[src/srp_pkg.sv]
// ----------------------------------------------------------------------------
// srp_pkg: shared types and sizes for the sorted run placement block
// Table sizes, result word layout and the request bundles toward the RAMs.
// ----------------------------------------------------------------------------
package srp_pkg;

    localparam int MaxRuns   = 256;
    localparam int ValueBits = 32;
    localparam int MaxRunLen = 65535;

    localparam int IdxW = $clog2(MaxRuns);
    localparam int CntW = $clog2(MaxRuns + 1);
    localparam int LenW = $clog2(MaxRunLen + 1);
    localparam int KeyW = ValueBits;
    localparam int HbW  = KeyW + LenW;

    localparam int RunIdxBits = 8;
    localparam int RunLenBits = 16;
    localparam int RunCntBits = 9;
    localparam int PlaceBits  = 3;

    typedef enum logic [PlaceBits-1:0] {
        PL_APPEND  = 3'd0,
        PL_PREPEND = 3'd1,
        PL_NEW     = 3'd2,
        PL_FULL    = 3'd3,
        PL_CLEAR   = 3'd4
    } t_place;

    typedef struct packed {
        logic [RunIdxBits-1:0] run_index;
        t_place                placement;
        logic [RunLenBits-1:0] run_length;
        logic [RunCntBits-1:0] run_count;
        logic                  set_done;
    } t_result;

    typedef struct packed {
        logic            we;
        logic [IdxW-1:0] waddr;
        logic [KeyW-1:0] wdata;
        logic            re;
        logic [IdxW-1:0] raddr;
    } t_tail_req;

    typedef struct packed {
        logic            we;
        logic [IdxW-1:0] waddr;
        logic [HbW-1:0]  wdata;
        logic            re;
        logic [IdxW-1:0] raddr;
    } t_hb_req;

endpackage

[src/srp_seq.sv]
// ----------------------------------------------------------------------------
// srp_seq: placement sequencer
// Runs the two binary searches over the tail and head RAMs, then reads, updates
// and writes back the chosen run entry; a clear command resets the run count.
// ----------------------------------------------------------------------------
module srp_seq (
    input  logic                          i_clk,
    input  logic                          i_rst_n,
    input  logic                          i_valid,
    output logic                          o_stall,
    input  logic                          i_command,
    input  logic [srp_pkg::KeyW-1:0]      i_key,
    input  logic                          i_last_item,
    output srp_pkg::t_tail_req            o_tail_req,
    input  logic [srp_pkg::KeyW-1:0]      i_tail_rdata,
    output srp_pkg::t_hb_req              o_hb_req,
    input  logic [srp_pkg::HbW-1:0]       i_hb_rdata,
    input  logic                          i_res_free,
    output logic                          o_res_valid,
    output srp_pkg::t_result              o_res
);

    typedef enum logic [1:0] {
        ST_IDLE,
        ST_SEARCH,
        ST_FINISH
    } t_state;

    localparam int CntW = srp_pkg::CntW;
    localparam int IdxW = srp_pkg::IdxW;
    localparam int LenW = srp_pkg::LenW;
    localparam int KeyW = srp_pkg::KeyW;

    function automatic logic [CntW-1:0] mid_of(logic [CntW-1:0] lo, logic [CntW-1:0] hi);
        logic [CntW:0] sum;
        sum = {1'b0, lo} + {1'b0, hi};
        return sum[CntW:1];
    endfunction

    function automatic logic [LenW-1:0] grow(logic [LenW-1:0] len);
        logic [LenW-1:0] res;
        if (len >= LenW'(srp_pkg::MaxRunLen)) begin
            res = LenW'(srp_pkg::MaxRunLen);
        end else begin
            res = len + LenW'(1);
        end
        return res;
    endfunction

    t_state              r_state, n_state;
    logic [CntW-1:0]     r_cnt, n_cnt;
    logic [KeyW-1:0]     r_key, n_key;
    logic                r_done, n_done;
    logic [CntW-1:0]     r_lo_t, n_lo_t, r_hi_t, n_hi_t;
    logic [CntW-1:0]     r_lo_h, n_lo_h, r_hi_h, n_hi_h;
    srp_pkg::t_place     r_kind, n_kind;
    logic [IdxW-1:0]     r_idx, n_idx;

    logic [CntW-1:0]     mid_t, mid_h, nmid_t, nmid_h;
    logic [KeyW-1:0]     hb_head;
    logic [LenW-1:0]     hb_len, len_next;
    logic                accept;

    assign o_stall = (r_state != ST_IDLE);
    assign accept  = i_valid && (r_state == ST_IDLE);
    assign mid_t   = mid_of(r_lo_t, r_hi_t);
    assign mid_h   = mid_of(r_lo_h, r_hi_h);
    assign hb_head = i_hb_rdata[srp_pkg::HbW-1:LenW];
    assign hb_len  = i_hb_rdata[LenW-1:0];
    assign len_next = grow(hb_len);

    always_comb begin
        n_state = r_state;
        n_cnt   = r_cnt;
        n_key   = r_key;
        n_done  = r_done;
        n_lo_t  = r_lo_t;
        n_hi_t  = r_hi_t;
        n_lo_h  = r_lo_h;
        n_hi_h  = r_hi_h;
        n_kind  = r_kind;
        n_idx   = r_idx;
        nmid_t  = '0;
        nmid_h  = '0;
        o_tail_req  = '0;
        o_hb_req    = '0;
        o_res_valid = 1'b0;
        o_res       = '0;

        case (r_state)
            ST_IDLE: begin
                if (accept) begin
                    n_key  = i_key;
                    n_done = i_last_item;
                    if (i_command) begin
                        n_kind  = srp_pkg::PL_CLEAR;
                        n_state = ST_FINISH;
                    end else begin
                        // Open both searches over [0, count) and issue the first probes
                        n_lo_t = '0;
                        n_hi_t = r_cnt;
                        n_lo_h = '0;
                        n_hi_h = r_cnt;
                        nmid_t = mid_of('0, r_cnt);
                        o_tail_req.re    = (r_cnt != '0);
                        o_tail_req.raddr = nmid_t[IdxW-1:0];
                        o_hb_req.re      = (r_cnt != '0);
                        o_hb_req.raddr   = nmid_t[IdxW-1:0];
                        n_state = ST_SEARCH;
                    end
                end
            end

            ST_SEARCH: begin
                // Narrow each search on the probe that just returned
                if (r_lo_t < r_hi_t) begin
                    if (i_tail_rdata < r_key) begin
                        n_hi_t = mid_t;
                    end else begin
                        n_lo_t = mid_t + CntW'(1);
                    end
                end
                if (r_lo_h < r_hi_h) begin
                    if (hb_head >= r_key) begin
                        n_hi_h = mid_h;
                    end else begin
                        n_lo_h = mid_h + CntW'(1);
                    end
                end
                nmid_t = mid_of(n_lo_t, n_hi_t);
                nmid_h = mid_of(n_lo_h, n_hi_h);
                if ((n_lo_t < n_hi_t) || (n_lo_h < n_hi_h)) begin
                    o_tail_req.re    = (n_lo_t < n_hi_t);
                    o_tail_req.raddr = nmid_t[IdxW-1:0];
                    o_hb_req.re      = (n_lo_h < n_hi_h);
                    o_hb_req.raddr   = nmid_h[IdxW-1:0];
                end else begin
                    // Both searches settled: pick the rule, fetch the entry
                    if (n_lo_t < r_cnt) begin
                        n_kind = srp_pkg::PL_APPEND;
                        n_idx  = n_lo_t[IdxW-1:0];
                    end else if (n_lo_h < r_cnt) begin
                        n_kind = srp_pkg::PL_PREPEND;
                        n_idx  = n_lo_h[IdxW-1:0];
                    end else if (r_cnt == CntW'(srp_pkg::MaxRuns)) begin
                        n_kind = srp_pkg::PL_FULL;
                        n_idx  = '0;
                    end else begin
                        n_kind = srp_pkg::PL_NEW;
                        n_idx  = r_cnt[IdxW-1:0];
                    end
                    o_hb_req.re    = 1'b1;
                    o_hb_req.raddr = n_idx;
                    n_state = ST_FINISH;
                end
            end

            ST_FINISH: begin
                if (i_res_free) begin
                    o_res_valid    = 1'b1;
                    o_res.set_done = r_done;
                    o_res.placement = r_kind;
                    case (r_kind)
                        srp_pkg::PL_APPEND: begin
                            o_tail_req.we    = 1'b1;
                            o_tail_req.waddr = r_idx;
                            o_tail_req.wdata = r_key;
                            o_hb_req.we      = 1'b1;
                            o_hb_req.waddr   = r_idx;
                            o_hb_req.wdata   = {hb_head, len_next};
                            o_res.run_index  = srp_pkg::RunIdxBits'(r_idx);
                            o_res.run_length = srp_pkg::RunLenBits'(len_next);
                        end
                        srp_pkg::PL_PREPEND: begin
                            o_hb_req.we      = 1'b1;
                            o_hb_req.waddr   = r_idx;
                            o_hb_req.wdata   = {r_key, len_next};
                            o_res.run_index  = srp_pkg::RunIdxBits'(r_idx);
                            o_res.run_length = srp_pkg::RunLenBits'(len_next);
                        end
                        srp_pkg::PL_NEW: begin
                            o_tail_req.we    = 1'b1;
                            o_tail_req.waddr = r_idx;
                            o_tail_req.wdata = r_key;
                            o_hb_req.we      = 1'b1;
                            o_hb_req.waddr   = r_idx;
                            o_hb_req.wdata   = {r_key, LenW'(1)};
                            n_cnt            = r_cnt + CntW'(1);
                            o_res.run_index  = srp_pkg::RunIdxBits'(r_idx);
                            o_res.run_length = srp_pkg::RunLenBits'(1);
                        end
                        srp_pkg::PL_CLEAR: begin
                            n_cnt = '0;
                        end
                        default: begin
                            // table full: drop the value, state untouched
                        end
                    endcase
                    o_res.run_count = srp_pkg::RunCntBits'(n_cnt);
                    n_state = ST_IDLE;
                end
            end

            default: begin
                n_state = ST_IDLE;
            end
        endcase
    end

    always_ff @(posedge i_clk) begin
        if (!i_rst_n) begin
            r_state <= ST_IDLE;
            r_cnt   <= '0;
        end else begin
            r_state <= n_state;
            r_cnt   <= n_cnt;
        end
        r_key  <= n_key;
        r_done <= n_done;
        r_lo_t <= n_lo_t;
        r_hi_t <= n_hi_t;
        r_lo_h <= n_lo_h;
        r_hi_h <= n_hi_h;
        r_kind <= n_kind;
        r_idx  <= n_idx;
    end

endmodule

[config.mk]
export PLATFORM = sky130hd
export DESIGN_NAME = srp_seq
export DESIGN_NICKNAME = d
export VERILOG_FILES = /design/src/srp_pkg.sv /design/src/srp_seq.sv
export SDC_FILE = /design/constraint.sdc
export NUM_CORES = 1
export LEC_CHECK = 0
export BUFFER_PORTS_ARGS = -buffer_cell sky130_fd_sc_hd__buf_4
export CORE_UTILIZATION = 45
export CTS_CLUSTER_SIZE = 12
export DETAILED_ROUTE_END_ITERATION = 16
export GPL_TIMING_DRIVEN = 0
export PLACE_DENSITY = 0.8
export SLEW_MARGIN = 10
export SYNTH_ARGS = -nofsm -noshare
export SYNTH_HDL_FRONTEND = slang
export SYNTH_SLANG_ARGS = --single-unit
[constraint.sdc]
create_clock -name i_clk -period 7.4 [get_ports i_clk]
set_input_delay 0.74 -clock i_clk [delete_from_list [all_inputs] [get_ports i_clk]]
set_output_delay 0.74 -clock i_clk [all_outputs]
set_load 0.01 [all_outputs]
==> Implementation_results.wiki, run 1 <==
{| class="wikitable"
! Metric !! Value
|-
| Register area || 0.00262 sq mm
|-
| ANT cells || 0
|-
| Latest clock arrival within the worst-skew pair || 0.36 ns
|-
| Class of the tightest hold or removal check || primary input to register
|-
| Ratio of total power to cell area || roughly 230 mW/mm^2
|-
| Commonest register cell after synthesis || edfxtp_1
|-
| Clock buffers created by TritonCTS || 9
|-
| Reported max-cap violation count || 0
|-
| Via/cell ratio || 5.98
|-
| Multi-input combinational cell area || roughly 0.0071 sq mm
|-
| FFs w/ async S/R, synth || 0%
|-
| Synth area leaders || edfxtp_1, ha_1, a21oi_1, inv_1, o21ai_0
|-
| Kind of start point of the critical path || primary input
|-
| Unique cell type count in the Yosys netlist || 75
|-
| DR iter-0 viols || 960
|-
| Global-route wire length before repair || 55,200 microns
|-
| Detailed Route WL || 36,600 microns
|-
| Slew of the pin with the lowest slew margin || 1.07 ns
|-
| Power consumption || around 0.003 W
|-
| Routability congestion estimate from global placement || roughly 1.0
|-
| Total DRC errors in the routed layout || 0
|-
| P&R area growth vs syn || 27.8%
|-
| Biggest area consumer among synthesized cells || edfxtp_1
|-
| Final layout net count || 1,791
|-
| RSZ-0062 raised after global routing || true
|-
| Largest buffer count on any clock path || 2
|-
| Instance count of the mapped netlist || 1,234
|-
| Final-report max-slew violation count || 0
|-
| Critical Path End Type || output pin
|-
| Final-report setup violation count || 0
|-
| Total track usage || 30.0%
|-
| CTS tree || built
|-
| Die outline width || around 150 microns
|-
| Endpoint of the lowest-slack register-to-register path || r_kind[2]
|-
| First-pass DRT Iterations || 8
|-
| Post-synth EDFFs || 80
|-
| Post-synth net total || about 1,500
|-
| Number of nets with antenna violations after detailed routing || 0
|-
| Count of filler cells inserted in the layout || 1,992
|-
| Routed wire per std cell || 20.2 microns
|-
| Highest-count cells in the layout ignoring fill and taps || buf_4, ha_1, inv_1, a21oi_1, nor2_1
|-
| Global-route congestion overflow total || 0
|-
| Source of the worst hold timing path || i_key[12]
|-
| Hold-fix buffers at CTS || 0
|-
| Worst R2R Path Depth || 18
|-
| Launch instance of the worst register-to-register path || r_lo_t[0]
|-
| Proportion of layout cells with a drive suffix above 1 || a little under a quarter
|-
| CP endpoint || o_tail_req[1]
|-
| Clock sink count || 91
|-
| Via count || around 11,000
|-
| Sum of negative setup slack || 0 ns
|-
| Result of the run || finished, final reports clean
|-
| Share of the synthesized area in the top cell type || 23.3%
|-
| Half-perimeter wire length of the detailed placement result || just under 30,000 microns
|-
| Vias in the first global route || 10,300
|-
| R2R Setup Slk || between 1.5 and 2 ns
|-
| Synthesis Warnings || 0
|-
| Cell area after technology mapping || 0.0103 sq mm
|-
| Hold violation total from the final report || 0
|-
| F_max || 137 MHz
|-
| Share of synthesized area occupied by flip-flops and latches || ~25%
|-
| IR Drop Worst-Case VDD || 0.135 mV
|-
| Min Clock Period, post-route || 7.28 ns
|-
| Post-route worst setup slack || 0.120 ns
|-
| Pin count of the biggest net entering global routing || 30
|-
| Fin crit share || 98.4%
|-
| Place WS || -0.427 ns
|-
| Synthesized area divided by synthesized cell count || ~8.3 sq um
|-
| Worst setup startpoint || i_tail_rdata[30]
|-
| CTS H-tree depth || 3
|-
| Worst endpoint data arrival time || 6.54 ns
|-
| Total die area || approximately 0.023 sq mm
|-
| Count of pins on the block boundary || 273
|-
| Leakage component of the power || 6.04 nW
|-
| Worst rel slew slack || 27.8%
|-
| Clock transition at the register clock pins on the worst setup and hold paths after CTS || about 0.07 ns
|-
| Flop and latch count out of synthesis || 91
|-
| Root buffer cell || clkbuf_16
|-
| Most frequent standard cell in the layout excluding fill and tap cells || buf_4
|-
| Highest fanout seen on the critical path || 10
|-
| Y dimension of the die || 153 microns
|-
| Number of rows created at floorplan || 54
|-
| Core box area || 0.0221 sq mm
|-
| Startpoint-to-endpoint class of the critical path || primary input to output pin
|-
| Total of buffers placed on input and output ports || 272
|-
| Starting Density || 46.6%
|-
| Clk_skew || 0.0117 ns
|-
| Required time reported for the critical path endpoint || approximately 6.7 ns
|-
| Initial antenna violation count || 0
|}
[power breakdown]
| group | leakage, nW | internal (W) | switching [W] | total (W) |
|---|---|---|---|---|
| Sequential | 0.860 | 0.000639 | 0.0000498 | 0.000689 |
| Clock | 0.157 | 0.000296 | 0.000211 | 0.000506 |
| Combinational | 5.03 | 0.000746 | 0.00112 | 0.00187 |
[Yosys cell counts, types with 18 or more instances]
| cell type | n |
|---|---|
| o21ai_0 | 72 |
| edfxtp_1 | 80 |
| and2_1 | 27 |
| nand2_1 | 77 |
| a21oi_1 | 97 |
| mux2i_1 | 23 |
| clkbuf_1 | 52 |
| nor2_1 | 94 |
| nand3_1 | 25 |
| inv_1 | 102 |
| nand4_1 | 22 |
| xnor2_1 | 30 |
| ha_1 | 146 |
| and3_1 | 51 |
| a22oi_1 | 35 |
| nor2b_1 | 35 |
| nor3_1 | 26 |
| xor2_1 | 18 |
[what timing repair did]
action                                  CTS  global route
endpoints found under the setup margin   10            14
setup buffers                             0             4
resized for setup                         2            21
pin swaps                                 0             2
[state kept, by name (all words and copies together), names as in the netlist]
| signal | count |
|---|---|
| r_state | 2 |
| r_done | 1 |
| r_idx | 8 |
| r_lo_t | 9 |
| r_hi_h | 9 |
| r_cnt | 9 |
| r_key | 32 |
| r_hi_t | 9 |
| r_kind | 3 |
| r_lo_h | 9 |
[critical path, stage by stage]
cell      delay [ns]
buf_4           0.11
ha_1            0.31
nand4_1         0.20
nor4_2          0.43
nand4_1         0.27
a21oi_4         0.33
o21ai_2         0.22
o31ai_1         0.94
ha_1            0.39
o21bai_1        0.16
a21oi_1         0.10
o311ai_0        0.32
a21oi_1         0.10
or2_2           0.34
o211ai_1        0.39
buf_2           0.34
nand2_1         0.21
o31ai_1         0.44
buf_4           0.20
[per-layer routing]
metal / wire length [microns] / up-vias / GRT usage [%] / part of all wire (%)
met1: 14700 / 5044 / 37.5 / 40
met3: 3030 / 105 / 4.54 / 8.3
met5: 0 / - / 0 / 0
met2: 17300 / 571 / 51.6 / 47
met4: 1550 / 0 / 12.3 / 4.2
li1: - / 5088 / - / -
[layout make-up]
class,instances,area share [%]
Inverter,103,2.94
Clock inverter,7,0.694
Multi-Input combinational cell,982,54.3
Clock buffer,9,1.71
Tap cell,280,2.66
Sequential cell,91,19.9
Timing Repair Buffer,278,16.1
Buffer,58,1.74
[worst min-delay path by stage]
| stage | end | slack, ns | cells after the start |
|---|---|---|---|
| floorplan | r_cnt[8] | 0.54 | 2 |
| global placement | r_state[1] | 0.57 | 2 |
| detailed placement | r_state[1] | 0.58 | 2 |
| CTS | r_key[12] | 0.54 | 1 |
| global route | r_key[21] | 0.55 | 1 |
| finish | r_key[12] | 0.55 | 1 |
[cells by family after synthesis]
kind of cell	synth area share, %
simple gates	21.4
compound gates	21.0
buf+inv	5.93
fa+ha+maj	18.5
flops	25.5
xor+xnor	4.08
mux	3.55
[through the flow]
step	instances	area, sq um	hold WS [ns]	utilization, %
6_report	1808	13200	0.548	59.6
5_1_grt	1808	13200	0.548	59.6
4_1_cts	1804	13100	0.541	59.1
3_5_place_dp	1788	12700	0.578	57.7
3_3_place_gp	1786	12700	0.574	57.4
2_1_floorplan	1234	10300	0.541	-
No activity file was read; power rests on OpenSTA's default activity.
==> run 2: changes to the inputs <==
SETUP_SLACK_MARGIN = 0.3   (was not set)
==> Implementation_results.wiki, run 2 (synthesized netlist as in run 1, its figures left out) <==
{| class="wikitable"
! Metric !! Value
|-
| Count of filler cells inserted in the layout || 1,974 (was 1,992)
|-
| Startpoint-to-endpoint class of the critical path || register to output pin (was primary input to output pin)
|-
| Worst endpoint data arrival time || 6.22 ns (was 6.54 ns)
|-
| Global-route wire length before repair || 55,400 microns (was 55,200 microns)
|-
| Slowest cell on the critical path || nor4b_1 (was o31ai_1)
|-
| Clk_skew || 0.0126 ns (was 0.0117 ns)
|-
| Root buffer cell || clkbuf_16 (unchanged)
|-
| Critical Path End Type || output pin (unchanged)
|-
| Count of pins on the block boundary || 273 (unchanged)
|-
| Total die area || 0.0235 sq mm (unchanged)
|-
| Leakage component of the power || 6.08 nW (was 6.04 nW)
|-
| Hold violation total from the final report || 0 (unchanged)
|-
| Result of the run || finished, final reports clean (unchanged)
|-
| Kind of start point of the critical path || register (was primary input)
|-
| Min Clock Period, post-route || 6.96 ns (was 7.28 ns)
|-
| IR Drop Worst-Case VDD || 0.135 mV (about the same)
|-
| Slew of the pin with the lowest slew margin || 0.920 ns (was 1.07 ns)
|-
| Routability congestion estimate from global placement || 1.01 (unchanged)
|-
| Starting Density || 46.6% (unchanged)
|-
| Via/cell ratio || 5.99 (was 5.98)
|-
| Y dimension of the die || 153 microns (unchanged)
|-
| Pin count of the biggest net entering global routing || 30 (unchanged)
|-
| Clock sink count || 91 (unchanged)
|-
| Register name with the most flops || r_key (unchanged)
|-
| Total of buffers placed on input and output ports || 272 (unchanged)
|-
| Required time reported for the critical path endpoint || 6.66 ns (about the same)
|-
| Critical path cell sequence || ha_1 -> and4bb_1 -> o31a_1 -> or3_4 -> a2111oi_4 -> and3_1 -> xnor2_1 -> a21o_1 -> ha_1 -> nor4b_1 -> a221oi_2 -> nand4b_1 -> mux2_2 -> o211ai_1 -> nor2_4 -> a21boi_1 -> a221o_1 -> buf_4 (was buf_4 -> ha_1 -> nand4_1 -> nor4_2 -> nand4_1 -> a21oi_4 -> o21ai_2 -> o31ai_1 -> ha_1 -> o21bai_1 -> a21oi_1 -> o311ai_0 -> a21oi_1 -> or2_2 -> o211ai_1 -> buf_2 -> nand2_1 -> o31ai_1 -> buf_4)
|-
| Post-Place Cell Area || 0.0127 sq mm (unchanged)
|-
| Initial antenna violation count || 0 (unchanged)
|-
| Post-route worst setup slack || 0.444 ns (was 0.120 ns)
|-
| Final-report max-slew violation count || 0 (unchanged)
|-
| Vias in the first global route || 10,400 (was 10,300)
|-
| Highest-count cells in the layout ignoring fill and taps || buf_4, ha_1, inv_1, a21oi_1, nor2_1 (unchanged)
|-
| Number of rows created at floorplan || 54 (unchanged)
|-
| Worst setup startpoint || r_lo_h[2] (was i_tail_rdata[30])
|-
| Sum of negative setup slack || 0 ns (unchanged)
|-
| Number of cells on the critical path || 18 (was 19)
|-
| Largest buffer count on any clock path || 2 (unchanged)
|-
| Place WS || -0.427 ns (unchanged)
|-
| Class of the tightest hold or removal check || primary input to register (unchanged)
|-
| Global-route congestion overflow total || 0 (unchanged)
|-
| Ratio of total power to cell area || 235 mW/mm^2 (was 233 mW/mm^2)
|-
| Source of the worst hold timing path || i_key[24] (was i_key[12])
|-
| Number of nets with antenna violations after detailed routing || 0 (unchanged)
|-
| First-pass DRT Iterations || 6 (was 8)
|-
| Detailed Route WL || 36,800 microns (was 36,600 microns)
|-
| Proportion of layout cells with a drive suffix above 1 || 23.4% (was 22.5%)
|-
| Most frequent CP cell || ha_1
|-
| Routed wire per std cell || 20.3 microns (was 20.2 microns)
|-
| Die outline width || 153 microns (unchanged)
|-
| Power consumption || 0.00312 W (was 0.00306 W)
|-
| Multi-input combinational cell area || 0.00721 sq mm (was 0.00714 sq mm)
|-
| Latest clock arrival within the worst-skew pair || 0.36 ns (about the same)
|-
| P&R area growth vs syn || 28.8% (was 27.8%)
|-
| Half-perimeter wire length of the detailed placement result || 29,400 microns (unchanged)
|-
| Total track usage || 30.1% (was 30.0%)
|-
| Launch instance of the worst register-to-register path || r_lo_h[2] (was r_lo_t[0])
|-
| Core box area || 0.0221 sq mm (unchanged)
|-
| WP buf/inv || 1 (was 3)
|-
| Maximum single-stage delay on the critical path || 0.62 ns (was 0.94 ns)
|-
| Highest fanout seen on the critical path || 14 (was 10)
|-
| DR iter-0 viols || 990 (was 960)
|-
| Clock transition at the register clock pins on the worst setup and hold paths after CTS || 0.07 ns (about the same)
|-
| Worst R2R Path Depth || 17 (was 18)
|-
| Most frequent standard cell in the layout excluding fill and tap cells || buf_4 (unchanged)
|-
| Worst rel slew slack || 38.2% (was 27.8%)
|-
| Fin crit share || 94.0% (was 98.4%)
|-
| F_max || 144 MHz (was 137 MHz)
|-
| Flip-flop count of the largest register after layout || 32 (unchanged)
|-
| RSZ-0062 raised after global routing || true (unchanged)
|-
| ANT cells || 0 (unchanged)
|-
| Total DRC errors in the routed layout || 0 (unchanged)
|-
| Worst hold margin || 0.548 ns (about the same)
|-
| Via count || 10,800 (about the same)
|-
| Clock buffers created by TritonCTS || 9 (unchanged)
|-
| Reported max-cap violation count || 0 (unchanged)
|-
| Hold-fix buffers at CTS || 0 (unchanged)
|-
| CTS H-tree depth || 3 (unchanged)
|-
| Register area || 0.00262 sq mm (unchanged)
|-
| Final-report setup violation count || 0 (unchanged)
|-
| Post-Layout Inst Area || 0.0133 sq mm (was 0.0132 sq mm)
|-
| CTS tree || built (unchanged)
|-
| Final layout net count || 1,794 (was 1,791)
|-
| Family with the most delay on the worst path || simple AND/OR/NAND/NOR gates (was compound AO/OA/AOI/OAI gates)
|-
| Number of stages on the worst hold path || 1 (unchanged)
|}
## run 2: routing by layer
layer,routed length (microns),vias up,global-route usage [%]
li1,-,5096,-
met1,14800,5098,37.6
met2,17500,560,51.4
met3,2990,92,4.54
met4,1450,0,12.9
met5,0,-,0
## run 2: through the flow
step,cells,utilization (%)
CTS,1806,59.3
finish,1811,60.0
floorplan,1234,-
detailed placement,1788,57.7
global placement,1786,57.4
global route,1811,60.0
## run 2: cell type report
class	instances	area share [%]
Inverter	103	2.92
Tap cell	280	2.64
Clock buffer	9	1.70
Buffer	58	1.78
Sequential cell	91	19.8
Timing Repair Buffer	281	16.1
Multi-Input combinational cell	982	54.4
Clock inverter	7	0.689
## run 2: power by group
part           total, W  internal [W]  switching (W)
Combinational   0.00192      0.000772        0.00115
Sequential     0.000689      0.000639      0.0000499
Clock          0.000506      0.000296       0.000211
Total           0.00312       0.00171        0.00141
## run 2: path summary, 6_finish.rpt
path                                    end  slack [ns]
worst min-delay path              r_key[24]        0.55
worst min register to register   r_state[1]        0.58
worst max register to register    r_kind[0]        1.55
worst max-delay path            o_hb_req[6]        0.44
## run 2: what timing repair did
| action | 4_1_cts | 5_1_grt |
|---|---|---|
| gates resized for setup | 10 | 30 |
| cloned | 0 | 0 |
| setup buffers | 2 | 5 |
| pin swaps | 2 | 2 |
| setup endpoints to repair | 14 | 14 |
